<file path="config.mk">
export PLATFORM = sky130hd
export DESIGN_NAME = rdh_sdiv
export DESIGN_NICKNAME = d
export VERILOG_FILES = /design/src/hdl/rdh_pkg.sv /design/src/hdl/rdh_sdiv.sv
export SDC_FILE = /design/constraint.sdc
export NUM_CORES = 1
export LEC_CHECK = 0
export BUFFER_PORTS_ARGS = -buffer_cell sky130_fd_sc_hd__clkbuf_2
export CAP_MARGIN = 25
export CORE_MARGIN = 5
export CORE_UTILIZATION = 62
export DETAILED_ROUTE_END_ITERATION = 8
export PLACE_DENSITY_LB_ADDON = 0.05
export SYNTH_ARGS = -nofsm -noshare
export SYNTH_HDL_FRONTEND = slang
export SYNTH_SLANG_ARGS = --single-unit
</file>
<file path="constraint.sdc">
create_clock -name clock -period 6.8 [get_ports clock]
set_input_delay 1.36 -clock clock [delete_from_list [all_inputs] [get_ports clock]]
set_output_delay 1.36 -clock clock [all_outputs]
set_load 0.02 [all_outputs]
</file>
<file path="src/hdl/rdh_pkg.sv">
// ----------------------------------------------------------------------------
// rdh_pkg
// Shared types and constants of the radial density histogram.
// ----------------------------------------------------------------------------
package rdh_pkg;

   localparam int REQ_DATA_W  = 88;
   localparam int RSP_DATA_W  = 48;
   localparam int CSR_INDEX_W = 3;
   localparam int CSR_DATA_W  = 32;

   // Square root operand and result widths.
   localparam int ROOT_IN_W  = 48;
   localparam int ROOT_OUT_W = 24;

   // Wide enough for any bin count up to 256.
   localparam int BIN_CNT_W = 9;

   typedef enum logic [CSR_INDEX_W-1:0] {
      CSR_NUM_RADIAL  = 3'd0,
      CSR_RAD_SCALE   = 3'd1,
      CSR_NUM_DENSITY = 3'd2,
      CSR_DENS_LOW    = 3'd3,
      CSR_DENS_HIGH   = 3'd4
   } csr_index_type;

   localparam logic REQ_ACCUM = 1'b0;
   localparam logic REQ_READ  = 1'b1;

   typedef struct packed {
      logic busy;
      logic ovf;
   } div_status_type;

endpackage

</file>
<file path="src/hdl/rdh_sdiv.sv">
// ----------------------------------------------------------------------------
// rdh_sdiv
// Bit-serial restoring divider with a bounded quotient of QW bits.
// ----------------------------------------------------------------------------
module rdh_sdiv #(
   parameter int NW = 40,
   parameter int DW = 32,
   parameter int QW = 6
) (
   input  logic                          clock,
   input  logic                          reset,
   input  logic                          start,
   input  logic [NW-1:0]                 num,
   input  logic [DW-1:0]                 den,
   output rdh_pkg::div_status_type       status,
   output logic [QW-1:0]                 quo
);
   import rdh_pkg::*;

   localparam int EW = (NW > DW + QW) ? NW : DW + QW;
   localparam int CW = $clog2(QW + 1);

   logic [EW-1:0] rem_ff;
   logic [EW-1:0] dsh_ff;
   logic [QW-1:0] quo_ff;
   logic [CW-1:0] cnt_ff;
   logic          ovf_ff;
   logic          ge;

   assign ge = (rem_ff >= dsh_ff);

   always_ff @(posedge clock) begin
      if (reset) begin
         cnt_ff <= '0;
      end else if (start) begin
         cnt_ff <= CW'(QW);
      end else if (cnt_ff != '0) begin
         cnt_ff <= cnt_ff - 1'b1;
      end
   end

   always_ff @(posedge clock) begin
      if (start) begin
         rem_ff <= EW'(num);
         dsh_ff <= EW'(den) << (QW - 1);
         ovf_ff <= (EW'(num) >= (EW'(den) << QW));
         quo_ff <= '0;
      end else if (cnt_ff != '0) begin
         if (ge) begin
            rem_ff <= rem_ff - dsh_ff;
         end
         quo_ff <= QW'({quo_ff, ge});
         dsh_ff <= dsh_ff >> 1;
      end
   end

   assign status.busy = (cnt_ff != '0);
   assign status.ovf  = ovf_ff;
   assign quo         = quo_ff;

endmodule

</file>
==> flow_summary.json, run 1 <==
{
  "finalCritPeriodShare": 0.581,
  "synth_edf_count": 73,
  "cts_sinks": 87,
  "ys.warnings.count": 0,
  "drt-wirelength-per-cell_um": 17.4,
  "critPathArrivalTime_ns": 4.04,
  "grt_max_degree": 79,
  "via_per_inst": 6.19,
  "synth_top_family_by_area": "compound AO/OA/AOI/OAI gates",
  "setup_viol": 0,
  "core_um2": 10800,
  "dieArea_um2": 13300,
  "synth_simple_gate_area_share": 0.150,
  "status": "completed",
  "root_buffer": "clkbuf_8",
  "fmax_mhz": 253,
  "pwr-share-clk": 0.134,
  "cp_common_cell": "inv_1",
  "worstPathRequired_ns": 6.89,
  "vias": 6101,
  "power_density_nw_per_um2": 398,
  "crit_chain": "inv_1 > ha_1 > inv_1 > fa_1 > a21oi_1 > o211ai_1 > a21boi_1 > o221ai_1 > a21bo_1 > a211oi_1 > o221ai_4 > buf_4",
  "hpwl_mm": 12.9,
  "ios": 83,
  "clock_latency_ns": 0.37,
  "irDropWorstVdd_uv": 178,
  "pwr-share-comb": 0.583,
  "synthAdderAreaFrac": 0.132,
  "die_w_um": 115,
  "postCtsSetupBuffers": 0,
  "synth_flop_cell": "edfxtp_1",
  "holdBufCountCts": 0,
  "utilization": 0.701,
  "rsz0062_at_grt": "false",
  "cp_slowest_stage_delay_ns": 0.51,
  "crit_family": "compound AO/OA/AOI/OAI gates",
  "numCtsBuffers": 9,
  "post-place-ws_ns": 2.92,
  "grt_pass1_wl_mm": 27.7,
  "synth_xor_area_frac": 0.0331,
  "multiInputGateArea_um2": 3960,
  "placed_cell_area_um2": 7380,
  "criticalPathCategory": "register to register",
  "final_area_um2": 7600,
  "num_antenna_cells": 0,
  "drcViolationCount": 0,
  "slowest_stage": "a211oi_1",
  "ys_seq_elements": 87,
  "maxCapViolations": 0,
  "yosys.cell_types.count": 73,
  "cp_num_buf_inv": 3,
  "period_needed_ns": 3.95,
  "grt_usage": 0.257,
  "min_path_type": "register to register",
  "drt_wl_total_mm": 17.1,
  "power_switching_share": 0.448,
  "fill_cells": 908,
  "grt-ovfl-total": 0,
  "fin_nets": 988,
  "worstSetupStartpointType": "register",
  "gp_congestion": 0.915,
  "syn_inst": 776,
  "fin_ws_ns": 2.85,
  "seqCellArea_um2": 2470,
  "synthToLayoutAreaGrowth_pct": 10.5,
  "first_global_vias": 5993,
  "netlist_area_um2": 6880,
  "first_iter_violations": 524,
  "ctsResizeCount": 0,
  "async_reset_ff_frac": 0,
  "synth_mux_area_frac": 0.0176,
  "syn_area_per_cell_um2": 8.87,
  "synth_compound_area_frac": 0.240,
  "cts_buffer_depth": 2,
  "cts-htree-levels": 3,
  "cts.clk_slew.worst_paths_ns": 0.09,
  "cts_tree": "yes",
  "antenna_left": 0,
  "syn_nets": 923,
  "portBuffers": 82,
  "crit_fanout": 23,
  "synth_seq_area_share": 0.359,
  "start_util": 0.635,
  "p_leak_uw": 0.00342,
  "layout-drive-gt1-share": 0.148,
  "rows": 38,
  "critPathCaptureType": "register",
  "internal-power_uw": 1670,
  "die_h_um": 115,
  "antenna_found_initial": 0,
  "finalClockSkew_ns": 0.0147,
  "slew_violations": 0,
  "worstMarginPinSlew_ns": 0.787,
  "p_sw_uw": 1360,
  "seqPwrFrac": 0.283,
  "setup_tns_ns": 0,
  "hold_violations": 0,
  "first_pass_iters": 5,
  "relSlewSlack": 0.476
}
## cell usage after synthesis, drive strengths merged (9+ instances only)
library cell / n / area share
nand4: 16 / 0.017
nor2: 44 / 0.024
edfxtp: 73 / 0.32
dfxtp: 14 / 0.041
buf: 10 / 0.0069
inv: 85 / 0.047
mux2i: 11 / 0.016
xnor2: 17 / 0.022
ha: 71 / 0.13
o211ai: 9 / 0.011
a21o: 31 / 0.034
o31ai: 29 / 0.032
xor2: 9 / 0.011
a21oi: 56 / 0.043
o21ai: 57 / 0.041
nand2: 106 / 0.058
clkbuf: 22 / 0.013
## flip-flops by register name, indices dropped and copies added, names as in the netlist
signal	flops
dsh_ff	37
rem_ff	40
ovf_ff	1
cnt_ff	3
quo	6
## worst register-to-register path, stage by stage (launching register included)
cell      delay, ns
edfxtp_1       0.36
inv_1          0.06
ha_1           0.15
inv_1          0.06
fa_1           0.41
a21oi_1        0.22
o211ai_1       0.24
a21boi_1       0.29
o221ai_1       0.24
a21bo_1        0.33
a211oi_1       0.51
o221ai_4       0.41
buf_4          0.38
## metal layers
metal,vias up,part of all wire,track usage
met5,-,0,0
met4,0,0.018,0.0782
met3,34,0.067,0.0442
met2,222,0.48,0.436
met1,2879,0.44,0.338
li1,2966,-,-
## placed cells by master (no fill, tap or decap), types with 7 or more instances in the layout
cell / instances
a21o_1: 29
a21oi_1: 54
clkbuf_2: 81
clkbuf_8: 9
dfxtp_1: 14
edfxtp_1: 73
ha_1: 70
inv_1: 84
mux2i_1: 11
nand2_1: 106
nand3_1: 8
nand4_1: 15
nor2_1: 44
nor3_1: 7
o211ai_1: 7
o21a_1: 7
o21ai_0: 54
o31ai_1: 29
xnor2_1: 17
xor2_1: 9
## power by group through the flow
stage	clock [uW]	sequential [uW]	combinational, uW
CTS	403	858	1730
global placement	0	859	1670
detailed placement	0	869	1710
finish	404	857	1760
global route	427	870	1930
floorplan	0	852	1330
## kinds of logic after synthesis
logic type	Yosys count
AO/OA/AOI/OAI	242
AND/OR/NAND/NOR	220
buffers and inverters	117
flip-flops	87
adder cells (fa/ha/maj)	72
XOR/XNOR	26
multiplexers	12
## cell type report
class                      count  share of cell area
multi-input combinational    572               0.521
tap                          140              0.0230
clock inverter                 3             0.00247
clock buffer                  13              0.0267
inverter                      85              0.0430
timing repair buffer          86              0.0583
sequential                    87               0.325
## final timing paths
path                                          start                    to  slack, ns  depth (start not counted)
worst min-delay path            quo[5]$_SDFFE_PP0N_   quo[5]$_SDFFE_PP0N_       0.51                          2
worst max-delay path            rem_ff[0]$_DFFE_PP_  rem_ff[19]$_DFFE_PP_       2.85                         12
worst max register to register  rem_ff[0]$_DFFE_PP_  rem_ff[19]$_DFFE_PP_       2.85                         12
worst min register to register  quo[5]$_SDFFE_PP0N_   quo[5]$_SDFFE_PP0N_       0.51                          2
## metrics by stage
stage                     total power [uW]  instances  hold WS [ns]
final                                 3020        986         0.509
after CTS                             3000        986         0.511
after global placement                2530        970         0.480
after global routing                  3230        986         0.536
after detailed placement              2580        970         0.497
after floorplan                       2190        776         0.465
(Power assumes the default switching activity.)
==> run 2, diff against run 1 <==
Settings changed: CORE_UTILIZATION 62 to 60.
Clock period 6.8 ns to 3.9 ns, I/O delays scaled along.
==> run 2 against run 1 <==
  * Sequential cell count is the same
  * Setup slack lost 2.5 ns
  * Clock power grew 120%
  * Register-to-register slack lost 2.5 ns
==> flow_summary.json, run 2 (synthesis results as in run 1) <==
{
  "status": "completed",
  "first_global_vias": 5873,
  "fin_nets": 990,
  "die_w_um": 117,
  "min_path_type": "register to register",
  "cts_sinks": 87,
  "holdBufCountCts": 0,
  "core_um2": 11300,
  "final_area_um2": 7740,
  "ctsResizeCount": 0,
  "finalCritPeriodShare": 0.908,
  "drcViolationCount": 0,
  "vias": 6063,
  "slowest_stage": "a211oi_1",
  "critPathArrivalTime_ns": 3.63,
  "grt_pass1_wl_mm": 27.7,
  "pwr-share-comb": 0.561,
  "finalClockSkew_ns": 0.00841,
  "power_switching_share": 0.433,
  "setup_tns_ns": 0,
  "seqPwrFrac": 0.274,
  "top_register": "rem_ff",
  "hpwl_mm": 13.2,
  "grt_usage": 0.257,
  "fmax_mhz": 282,
  "via_per_inst": 6.11,
  "worstPathRequired_ns": 3.99,
  "worst_hold_slack_ns": 0.511,
  "gp_congestion": 0.914,
  "period_needed_ns": 3.54,
  "cts-htree-levels": 3,
  "root_buffer": "clkbuf_16",
  "r2r_slack_ns": 0.36,
  "die_h_um": 117,
  "most-common-layout-cells": "106 x nand2_1, 84 x inv_1, 81 x clkbuf_2",
  "drt-wirelength-per-cell_um": 17.3,
  "first_iter_violations": 379,
  "cp_slowest_stage_delay_ns": 0.47,
  "layout-drive-gt1-share": 0.150,
  "relSlewSlack": 0.507,
  "power_density_nw_per_um2": 707,
  "cts.clk_slew.worst_paths_ns": 0.06,
  "grt-ovfl-total": 0,
  "antenna_left": 0,
  "finalPower_uw": 5470,
  "maxCapViolations": 0,
  "drt_wl_total_mm": 17.2,
  "rsz0062_at_grt": "false",
  "cts_buffer_depth": 2,
  "mostFrequentLayoutCell": "nand2_1",
  "fin_ws_ns": 0.358,
  "critPathCaptureType": "register",
  "p_sw_uw": 2370,
  "placed_cell_area_um2": 7420,
  "criticalPathCategory": "register to register",
  "internal-power_uw": 3100,
  "worstSetupStartpointType": "register",
  "dieArea_um2": 13700,
  "postCtsSetupBuffers": 0,
  "start_util": 0.608,
  "irDropWorstVdd_uv": 358,
  "p_leak_uw": 0.00348,
  "grt_max_degree": 78,
  "synthToLayoutAreaGrowth_pct": 12.4,
  "crit_chain": "inv_1 > ha_1 > inv_1 > fa_1 > a21oi_1 > o211ai_1 > a21boi_1 > o221ai_1 > a21bo_1 > a211oi_1 > o221ai_4 > buf_4",
  "fill_cells": 948,
  "setup_viol": 0,
  "cp_common_cell": "inv_1",
  "cts_tree": "yes",
  "pwr-share-clk": 0.164,
  "ios": 83,
  "worstMarginPinSlew_ns": 0.740,
  "slew_violations": 0,
  "rows": 39,
  "numCtsBuffers": 9,
  "hold_violations": 0,
  "portBuffers": 82,
  "antenna_found_initial": 0,
  "crit_fanout": 16,
  "post-place-ws_ns": 0.389,
  "largest_register_ffs": 40,
  "clock_latency_ns": 0.35,
  "first_pass_iters": 5
}
[run 2: power by group through the flow]
stage / Clock (uW) / Sequential (uW) / Combinational [uW]
after floorplan: 0 / 1480 / 2330
after global placement: 0 / 1500 / 2930
after detailed placement: 0 / 1510 / 3010
after CTS: 912 / 1500 / 3040
after global routing: 953 / 1530 / 3400
final: 900 / 1500 / 3070
[run 2: layer usage]
metal | up-vias | track usage | share of wire
met5 | - | 0 | 0
met4 | 0 | 0.0940 | 0.024
met3 | 37 | 0.0427 | 0.057
met2 | 195 | 0.438 | 0.49
met1 | 2853 | 0.331 | 0.43
li1 | 2978 | - | -
[run 2: worst max-delay path: cells and delay by family (launching register included)]
family | cells | cell delay (ns)
buffers and inverters | 3 | 0.36
DFF | 1 | 0.36
adders and majority gates | 2 | 0.56
AOI/OAI and AO/OA | 7 | 1.98
[run 2: final timing paths]
kind                                              from                     end  cells past startpoint
worst max-delay path               rem_ff[0]$_DFFE_PP_    rem_ff[23]$_DFFE_PP_                     12
worst min-delay path            cnt_ff[1]$_SDFFE_PP0P_  cnt_ff[1]$_SDFFE_PP0P_                      2
worst max register to register     rem_ff[0]$_DFFE_PP_    rem_ff[23]$_DFFE_PP_                     12
worst min register to register  cnt_ff[1]$_SDFFE_PP0P_  cnt_ff[1]$_SDFFE_PP0P_                      2
[run 2: final cells by class]
cell class | instances | area [um^2] | share of cell area
Timing Repair Buffer | 88 | 483 | 0.0624
Clock inverter | 3 | 18.8 | 0.00243
Multi-Input combinational cell | 572 | 3960 | 0.512
Sequential cell | 87 | 2470 | 0.320
Tap cell | 143 | 179 | 0.0231
Antenna cell | 1 | 2.50 | 0.000323
Inverter | 85 | 327 | 0.0422
Clock buffer | 13 | 293 | 0.0378
[run 2: per-stage QoR]
step                       util  cells
final                     0.683    992
after global routing      0.683    991
after CTS                 0.683    991
after detailed placement  0.656    975
after global placement    0.656    975
after floorplan               -    776
