==> src/hdl/rdh_pkg.sv <==
// ----------------------------------------------------------------------------
// rdh_pkg
// Shared types and constants of the radial density histogram.
// ----------------------------------------------------------------------------
package rdh_pkg;

   localparam int REQ_DATA_W  = 88;
   localparam int RSP_DATA_W  = 48;
   localparam int CSR_INDEX_W = 3;
   localparam int CSR_DATA_W  = 32;

   // Square root operand and result widths.
   localparam int ROOT_IN_W  = 48;
   localparam int ROOT_OUT_W = 24;

   // Wide enough for any bin count up to 256.
   localparam int BIN_CNT_W = 9;

   typedef enum logic [CSR_INDEX_W-1:0] {
      CSR_NUM_RADIAL  = 3'd0,
      CSR_RAD_SCALE   = 3'd1,
      CSR_NUM_DENSITY = 3'd2,
      CSR_DENS_LOW    = 3'd3,
      CSR_DENS_HIGH   = 3'd4
   } csr_index_type;

   localparam logic REQ_ACCUM = 1'b0;
   localparam logic REQ_READ  = 1'b1;

   typedef struct packed {
      logic busy;
      logic ovf;
   } div_status_type;

endpackage

==> src/hdl/rdh_isqrt.sv <==
// ----------------------------------------------------------------------------
// rdh_isqrt
// Bit-serial integer square root, two operand bits per cycle.
// ----------------------------------------------------------------------------
module rdh_isqrt (
   input  logic                           clock,
   input  logic                           reset,
   input  logic                           start,
   input  logic [rdh_pkg::ROOT_IN_W-1:0]  operand,
   output logic                           busy,
   output logic [rdh_pkg::ROOT_OUT_W-1:0] root
);
   import rdh_pkg::*;

   localparam int RW = ROOT_OUT_W + 2;
   localparam int CW = $clog2(ROOT_OUT_W + 1);

   logic [ROOT_IN_W-1:0]  shift_ff;
   logic [RW-1:0]         rem_ff;
   logic [ROOT_OUT_W-1:0] root_ff;
   logic [CW-1:0]         cnt_ff;
   logic [RW-1:0]         rem_try;
   logic [RW-1:0]         trial;

   assign rem_try = {rem_ff[RW-3:0], shift_ff[ROOT_IN_W-1 -: 2]};
   assign trial   = {root_ff, 2'b01};

   always_ff @(posedge clock) begin
      if (reset) begin
         cnt_ff <= '0;
      end else if (start) begin
         cnt_ff <= CW'(ROOT_OUT_W);
      end else if (cnt_ff != '0) begin
         cnt_ff <= cnt_ff - 1'b1;
      end
   end

   always_ff @(posedge clock) begin
      if (start) begin
         shift_ff <= operand;
         rem_ff   <= '0;
         root_ff  <= '0;
      end else if (cnt_ff != '0) begin
         shift_ff <= {shift_ff[ROOT_IN_W-3:0], 2'b00};
         if (rem_try >= trial) begin
            rem_ff  <= rem_try - trial;
            root_ff <= {root_ff[ROOT_OUT_W-2:0], 1'b1};
         end else begin
            rem_ff  <= rem_try;
            root_ff <= {root_ff[ROOT_OUT_W-2:0], 1'b0};
         end
      end
   end

   assign busy = (cnt_ff != '0);
   assign root = root_ff;

endmodule

==> config.mk <==
export PLATFORM = sky130hd
export DESIGN_NAME = rdh_isqrt
export DESIGN_NICKNAME = d
export VERILOG_FILES = /design/src/hdl/rdh_pkg.sv /design/src/hdl/rdh_isqrt.sv
export SDC_FILE = /design/constraint.sdc
export NUM_CORES = 1
export LEC_CHECK = 0
export BUFFER_PORTS_ARGS = -buffer_cell sky130_fd_sc_hd__buf_2
export CAP_MARGIN = 20
export CORE_MARGIN = 2
export CORE_UTILIZATION = 50
export DETAILED_ROUTE_END_ITERATION = 7
export PLACE_DENSITY = 0.74
export SYNTH_ARGS = -nofsm -noshare
export SYNTH_HDL_FRONTEND = slang
export SYNTH_SLANG_ARGS = --single-unit
==> constraint.sdc <==
create_clock -name clock -period 3.6 [get_ports clock]
set_input_delay 0.18 -clock clock [delete_from_list [all_inputs] [get_ports clock]]
set_output_delay 0.18 -clock clock [all_outputs]
set_load 0.01 [all_outputs]
==> run_results.csv, run 1 <==
group,metric,value,unit
run_status,status,"complete, no violations",
final_layout,fin_nets,755,
pwr,netSwitchingFraction,44.0,%
timing,relSlewSlack,40.2,%
floorplanning,die_area,12700,um2
cts,htreeDepth,3,
setup_path,critPathKind,"flip-flop to flip-flop",
cts,cts-buffers-inserted,9,
global_route,grt_use_met1,27.2,%
setup_path,worst-path-stages,10,
setup_path,start_kind,"flip-flop",
final_layout,multi_input_area,3060,um2
timing,rsz0062_at_grt,"no",
route,routed_wl,13.0,mm
pwr,ir_drop,406,uV
global_route,grt.overflow.total,0,
cts,cts_buffer_depth,2,
global_route,grt_pass1_wl,22.0,mm
route,drtAntennaViolNets,0,
floorplanning,start_util,51.4,%
timing,slew_viol_final,0,
pwr,p_clk_share,17.1,%
placement,gp_congestion,0.906,
final_layout,nFillCells,981,
min_path,hp-class,"input pin to flip-flop",
cts,path_clk_slew,0.08,ns
global_route,grt_use_met3,5.72,%
pwr,seq_power_share,28.7,%
floorplanning,fp.dieW,113,um
pwr,combPwrFrac,54.2,%
route,dr.pass1.iters,5,
setup_path,crit_chain,"inv_1 > ha_1 > nand4_1 > nor2_1 > nand2_1 > o21ai_2 > or4_1 > buf_4 > nand4_1 > a311oi_1",
min_path,min_path_cells,2,
timing,setup_viol,0,
synthesis,mappedNetlistArea,5900,um2
floorplanning,die_h,113,um
synthesis,synth-edff-count,48,
synthesis,syn_area_per_cell,9.48,um2
final_layout,drive_gt1_share,24.7,%
timing,fin_setup_tns,0,ns
pwr,switching_power,0.00242,W
floorplanning,coreArea,11500,um2
setup_path,r2r_slack,0.46,ns
synthesis,synth_nets,701,
pwr,powerDensity,831,nW/um2
floorplanning,rows,39,
flow_run,cap_violations,0,
setup_path,crit_buf_inv,2,
timing,max_freq,319,MHz
synthesis,synth_ff_type,"dfxtp_1",
route,drc_errors,0,
cts,cts_tree,"yes",
setup_path,reg2reg_depth,10,
cts,cts-root-buf,"clkbuf_16",
timing,post-route-period-util,87.1,%
setup_path,cp_slowest_cell,"ha_1",
setup_path,end_kind,"flip-flop",
global_route,grt_usage,21.0,%
global_route,busiest_layer,"met2",
timing,skew,0.0120,ns
timing,layout_min_cycle_time,3.14,ns
global_route,antenna_found_initial,0,
final_layout,area_growth,12.3,%
cts,cts_setup_buffers,0,
synthesis,ys_types,58,
route,drtIter0Drc,340,
route,wl_per_cell,15.8,um
setup_path,cpPeakStageDelay,0.53,ns
cts,clock_latency,0.35,ns
synthesis,ys_ff_latch,101,
setup_path,required,3.85,ns
floorplanning,pin_count,76,
setup_path,critical-path-top-delay-family,"simple AND/OR/NAND/NOR gates",
setup_path,cp_max_fo,15,
synthesis,async_flop_share,0,%
final_layout,final_area,6620,um2
timing,finalHoldViolCount,0,
final_layout,diodes,0,
setup_path,cp.arrival,3.38,ns
cts,post_cts_resized,0,
timing,tightest_slew,0.875,ns
synthesis,yosys_warnings,0,
global_route,use_met2,33.9,%
final_layout,regArea,2500,um2
global_route,grt_pass1_vias,4631,
synthesis,yosysSeqAreaShare,42.4,%
placement,hpwl,9.27,mm
pwr,internal-power,0.00308,W
global_route,grt_max_degree,56,
placement,postPlaceCellArea,6320,um2
cts,ctsHoldBuffers,0,
placement,portBuffers,75,
synthesis,synth_cells,622,
cts,clkSinkCount,101,
route,vias_per_cell,5.91,
setup_path,crit_top_cell,"nand4_1",
pwr,power_leakage,2.57,nW
route,num_vias,4870,
## Yosys cell counts, types with 3 or more instances
master | count | share of area [%]
nand2_1 | 69 | 4.4
dfxtp_1 | 53 | 18
a21oi_1 | 49 | 4.2
edfxtp_1 | 48 | 24
nor2_1 | 47 | 3.0
mux2_2 | 46 | 8.8
inv_1 | 32 | 2.0
clkbuf_1 | 28 | 1.8
ha_1 | 28 | 5.9
o211ai_1 | 27 | 3.4
a311oi_1 | 22 | 3.3
nand3_1 | 20 | 1.7
nand4_1 | 17 | 1.8
nor3_1 | 15 | 1.3
o21ai_0 | 15 | 1.3
buf_2 | 9 | 0.76
xor2_1 | 8 | 1.2
a21o_1 | 7 | 0.89
or3_1 | 6 | 0.64
a211oi_1 | 5 | 0.64
buf_6 | 5 | 0.95
nor4_1 | 4 | 0.42
o21ai_2 | 4 | 0.59
o31ai_1 | 4 | 0.51
xnor2_1 | 4 | 0.59
a2111oi_0 | 3 | 0.45
and3_1 | 3 | 0.32
nand2b_1 | 3 | 0.32
nand3b_1 | 3 | 0.38
nor3b_1 | 3 | 0.38
o21a_1 | 3 | 0.38
## layer usage
metal  routed length (um)  vias up
met5                    0        -
met1                 5780     2305
li1                     -     2414
met4                  210        0
met2                 6300      130
met3                  711       21
## stage by stage
stage,utilization (%),std cells,setup slack [ns],power [W],hold WS [ns]
6_report,57.8,824,0.464,0.00550,0.0448
5_1_grt,57.8,824,0.243,0.00590,0.0646
4_1_cts,57.6,823,0.489,0.00550,0.0333
3_5_place_dp,55.1,807,0.506,0.00454,0.415
3_3_place_gp,55.1,807,0.740,0.00448,0.408
2_1_floorplan,-,622,0.864,0.00391,0.252
## area by class of cell
class	count	area share [%]
clock buffers	10	3.46
repair buffers	86	7.14
flip-flops and latches	101	37.8
inverters	33	1.87
clock inverters	6	0.812
well taps	143	2.70
multi-input cells	445	46.2
## cells by family (layout without fill, tap and decap cells)
group / Yosys count / count (layout) / share of synthesized area (%)
fa+ha+maj: 28 / 28 / 5.94
buf+inv: 76 / 135 / 5.67
compound gates: 158 / 158 / 19.1
simple gates: 201 / 201 / 16.3
xor+xnor: 12 / 12 / 1.78
mux: 46 / 46 / 8.79
flops: 101 / 101 / 42.4
## cells in the final DEF, fill, tap and decap left out, types with 4 or more instances in the layout
cell type,instances
buf_2,74
a311oi_1,22
o211ai_1,27
a21o_1,7
nand4_1,17
o31ai_1,4
or3_1,6
clkbuf_16,9
mux2_2,46
edfxtp_1,48
nand2_1,69
xnor2_1,4
ha_1,28
inv_1,31
nor2_1,47
a211oi_1,5
o21ai_0,15
nor3_1,15
buf_4,11
dfxtp_1,53
o21ai_2,4
a21oi_1,49
xor2_1,8
nor4_1,4
nand3_1,20
## sequential cells by signal, indices dropped and copies added, names as in the netlist
signal and cells:
root 24, cnt_ff 5, rem_ff 24, shift_ff 48
## final timing paths
| check | from | endpoint |
|---|---|---|
| worst max-delay path | root[16]$_SDFFE_PP0P_ | rem_ff[12]$_SDFFE_PP0P_ |
| worst min-delay path | reset | cnt_ff[4]$_SDFFE_PP0P_ |
| worst max register to register | root[16]$_SDFFE_PP0P_ | rem_ff[12]$_SDFFE_PP0P_ |
| worst min register to register | root[7]$_SDFFE_PP0P_ | root[7]$_SDFFE_PP0P_ |
## power groups by stage
stage,combinational [W],sequential [W],clock (W)
final,0.00298,0.00158,0.000940
after global routing,0.00329,0.00161,0.00100
after CTS,0.00295,0.00158,0.000966
after detailed placement,0.00294,0.00160,0
after global placement,0.00289,0.00159,0
after floorplan,0.00235,0.00156,0
Power figures use the tool's default switching activity.
==> run 2: changes to the inputs <==
--- a/config.mk
+++ b/config.mk
@@ -8,9 +8,9 @@
 export BUFFER_PORTS_ARGS = -buffer_cell sky130_fd_sc_hd__buf_2
 export CAP_MARGIN = 20
 export CORE_MARGIN = 2
-export CORE_UTILIZATION = 50
+export CORE_UTILIZATION = 39
 export DETAILED_ROUTE_END_ITERATION = 7
-export PLACE_DENSITY = 0.74
+export PLACE_DENSITY = 0.61
 export SYNTH_ARGS = -nofsm -noshare
 export SYNTH_HDL_FRONTEND = slang
 export SYNTH_SLANG_ARGS = --single-unit
==> run_results.csv, run 2 (synthesis gave the netlist of run 1 again) <==
group,metric,value,unit
run_status,status,"complete, no violations",
timing,setup_viol,0,
cts,cts-root-buf,"clkbuf_16",
final_layout,largest_reg_flops,48,
cts,cts_buffer_depth,2,
pwr,ir_drop,409,uV
final_layout,final_area,6680,um2
cts,clkSinkCount,101,
final_layout,diodes,0,
timing,max_freq,335,MHz
pwr,powerDensity,836,nW/um2
min_path,hp-class,"input pin to flip-flop",
final_layout,drive_gt1_share,24.6,%
cts,cts-buffers-inserted,9,
final_layout,area_growth,13.3,%
pwr,netSwitchingFraction,43.8,%
timing,layout_min_cycle_time,2.98,ns
cts,cts_tree,"yes",
setup_path,end_kind,"flip-flop",
setup_path,required,3.85,ns
global_route,grt_max_degree,59,
timing,fin_setup_tns,0,ns
cts,clock_latency,0.36,ns
timing,relSlewSlack,43.3,%
route,drc_errors,0,
floorplanning,coreArea,14600,um2
placement,gp_congestion,0.874,
cts,htreeDepth,3,
pwr,seq_power_share,28.3,%
floorplanning,fp.dieW,127,um
final_layout,fin_nets,756,
cts,path_clk_slew,0.07,ns
pwr,power_leakage,2.57,nW
floorplanning,die_area,16100,um2
route,dr.pass1.iters,4,
setup_path,cp.arrival,3.23,ns
route,drtIter0Drc,363,
timing,skew,0.00791,ns
global_route,grt_pass1_wl,22.7,mm
final_layout,final_common_cell,"buf_2",
pwr,p_clk_share,17.7,%
final_layout,largest_register,"shift_ff",
cts,ctsHoldBuffers,0,
timing,tightest_slew,0.829,ns
global_route,antenna_found_initial,0,
timing,rsz0062_at_grt,"no",
cts,cts_setup_buffers,0,
route,wl_per_cell,16.2,um
floorplanning,start_util,40.3,%
route,routed_wl,14.0,mm
global_route,grt_usage,17.3,%
setup_path,cp_max_fo,14,
pwr,internal-power,0.00314,W
cts,post_cts_resized,0,
placement,portBuffers,75,
final_layout,layout_common_cells,"74 x buf_2, 69 x nand2_1, 53 x dfxtp_1, 49 x a21oi_1, 48 x edfxtp_1",
route,drtAntennaViolNets,0,
timing,slew_viol_final,0,
setup_path,critPathKind,"flip-flop to flip-flop",
final_layout,nFillCells,1409,
final_layout,final_util,45.6,%
floorplanning,die_h,127,um
floorplanning,rows,44,
global_route,grt_pass1_vias,4615,
flow_run,cap_violations,0,
pwr,finalPower,0.00558,W
timing,finalHoldViolCount,0,
pwr,switching_power,0.00244,W
floorplanning,pin_count,76,
setup_path,start_kind,"flip-flop",
placement,hpwl,9.89,mm
timing,post-route-period-util,82.9,%
pwr,combPwrFrac,54.0,%
global_route,grt.overflow.total,0,
route,vias_per_cell,5.58,
route,num_vias,4829,
placement,postPlaceCellArea,6390,um2
run 2: final cells by class:
cell class,count,area [um2],area share [%]
multi-input combinational,445,3060,45.8
sequential,101,2500,37.5
timing repair buffer,87,468,7.01
clock buffer,11,233,3.48
tap,184,230,3.45
inverter,33,124,1.85
clock inverter,5,60.1,0.899
run 2: worst max-delay path: stages, from the launching register on:
cell and delay [ns]:
dfxtp_1 0.37, inv_1 0.06, ha_1 0.52, nand4_1 0.25, nor2_1 0.28, nand2_1 0.10, o21ai_2 0.19, or4_1 0.45
buf_4 0.29, nand3_1 0.11, a31o_2 0.26
run 2: path summary, 6_finish.rpt:
check,from,end,slack [ns],cells after the start
setup / recovery,root[16]$_SDFFE_PP0P_,rem_ff[0]$_SDFFE_PP0P_,0.62,10
hold / removal,reset,cnt_ff[4]$_SDFFE_PP0P_,0.04,2
setup reg to reg,root[16]$_SDFFE_PP0P_,rem_ff[0]$_SDFFE_PP0P_,0.62,10
hold reg to reg,root[0]$_SDFFE_PP0P_,root[1]$_SDFFE_PP0P_,0.47,2
run 2: metrics by stage:
stage,cells,hold slack (ns),worst slack (ns)
CTS,866,0.0337,0.603
global route,866,0.0365,0.305
detailed placement,850,0.411,0.650
global placement,850,0.407,0.749
floorplan,622,0.252,0.864
finish,866,0.0446,0.615
run 2: layer usage:
layer	GRT usage, %	up-vias	part of all wire, %
li1	-	2421	-
met3	2.74	12	3.1
met2	27.4	93	47
met1	23.9	2303	48
met5	0	-	0
met4	6.46	0	1.5
run 2: power by group through the flow:
stage	Combinational, W	Clock [W]	Sequential, W
floorplan	0.00235	0	0.00156
global placement	0.00294	0	0.00160
detailed placement	0.00298	0	0.00160
CTS	0.00300	0.00100	0.00158
global route	0.00333	0.00105	0.00161
finish	0.00301	0.000985	0.00158
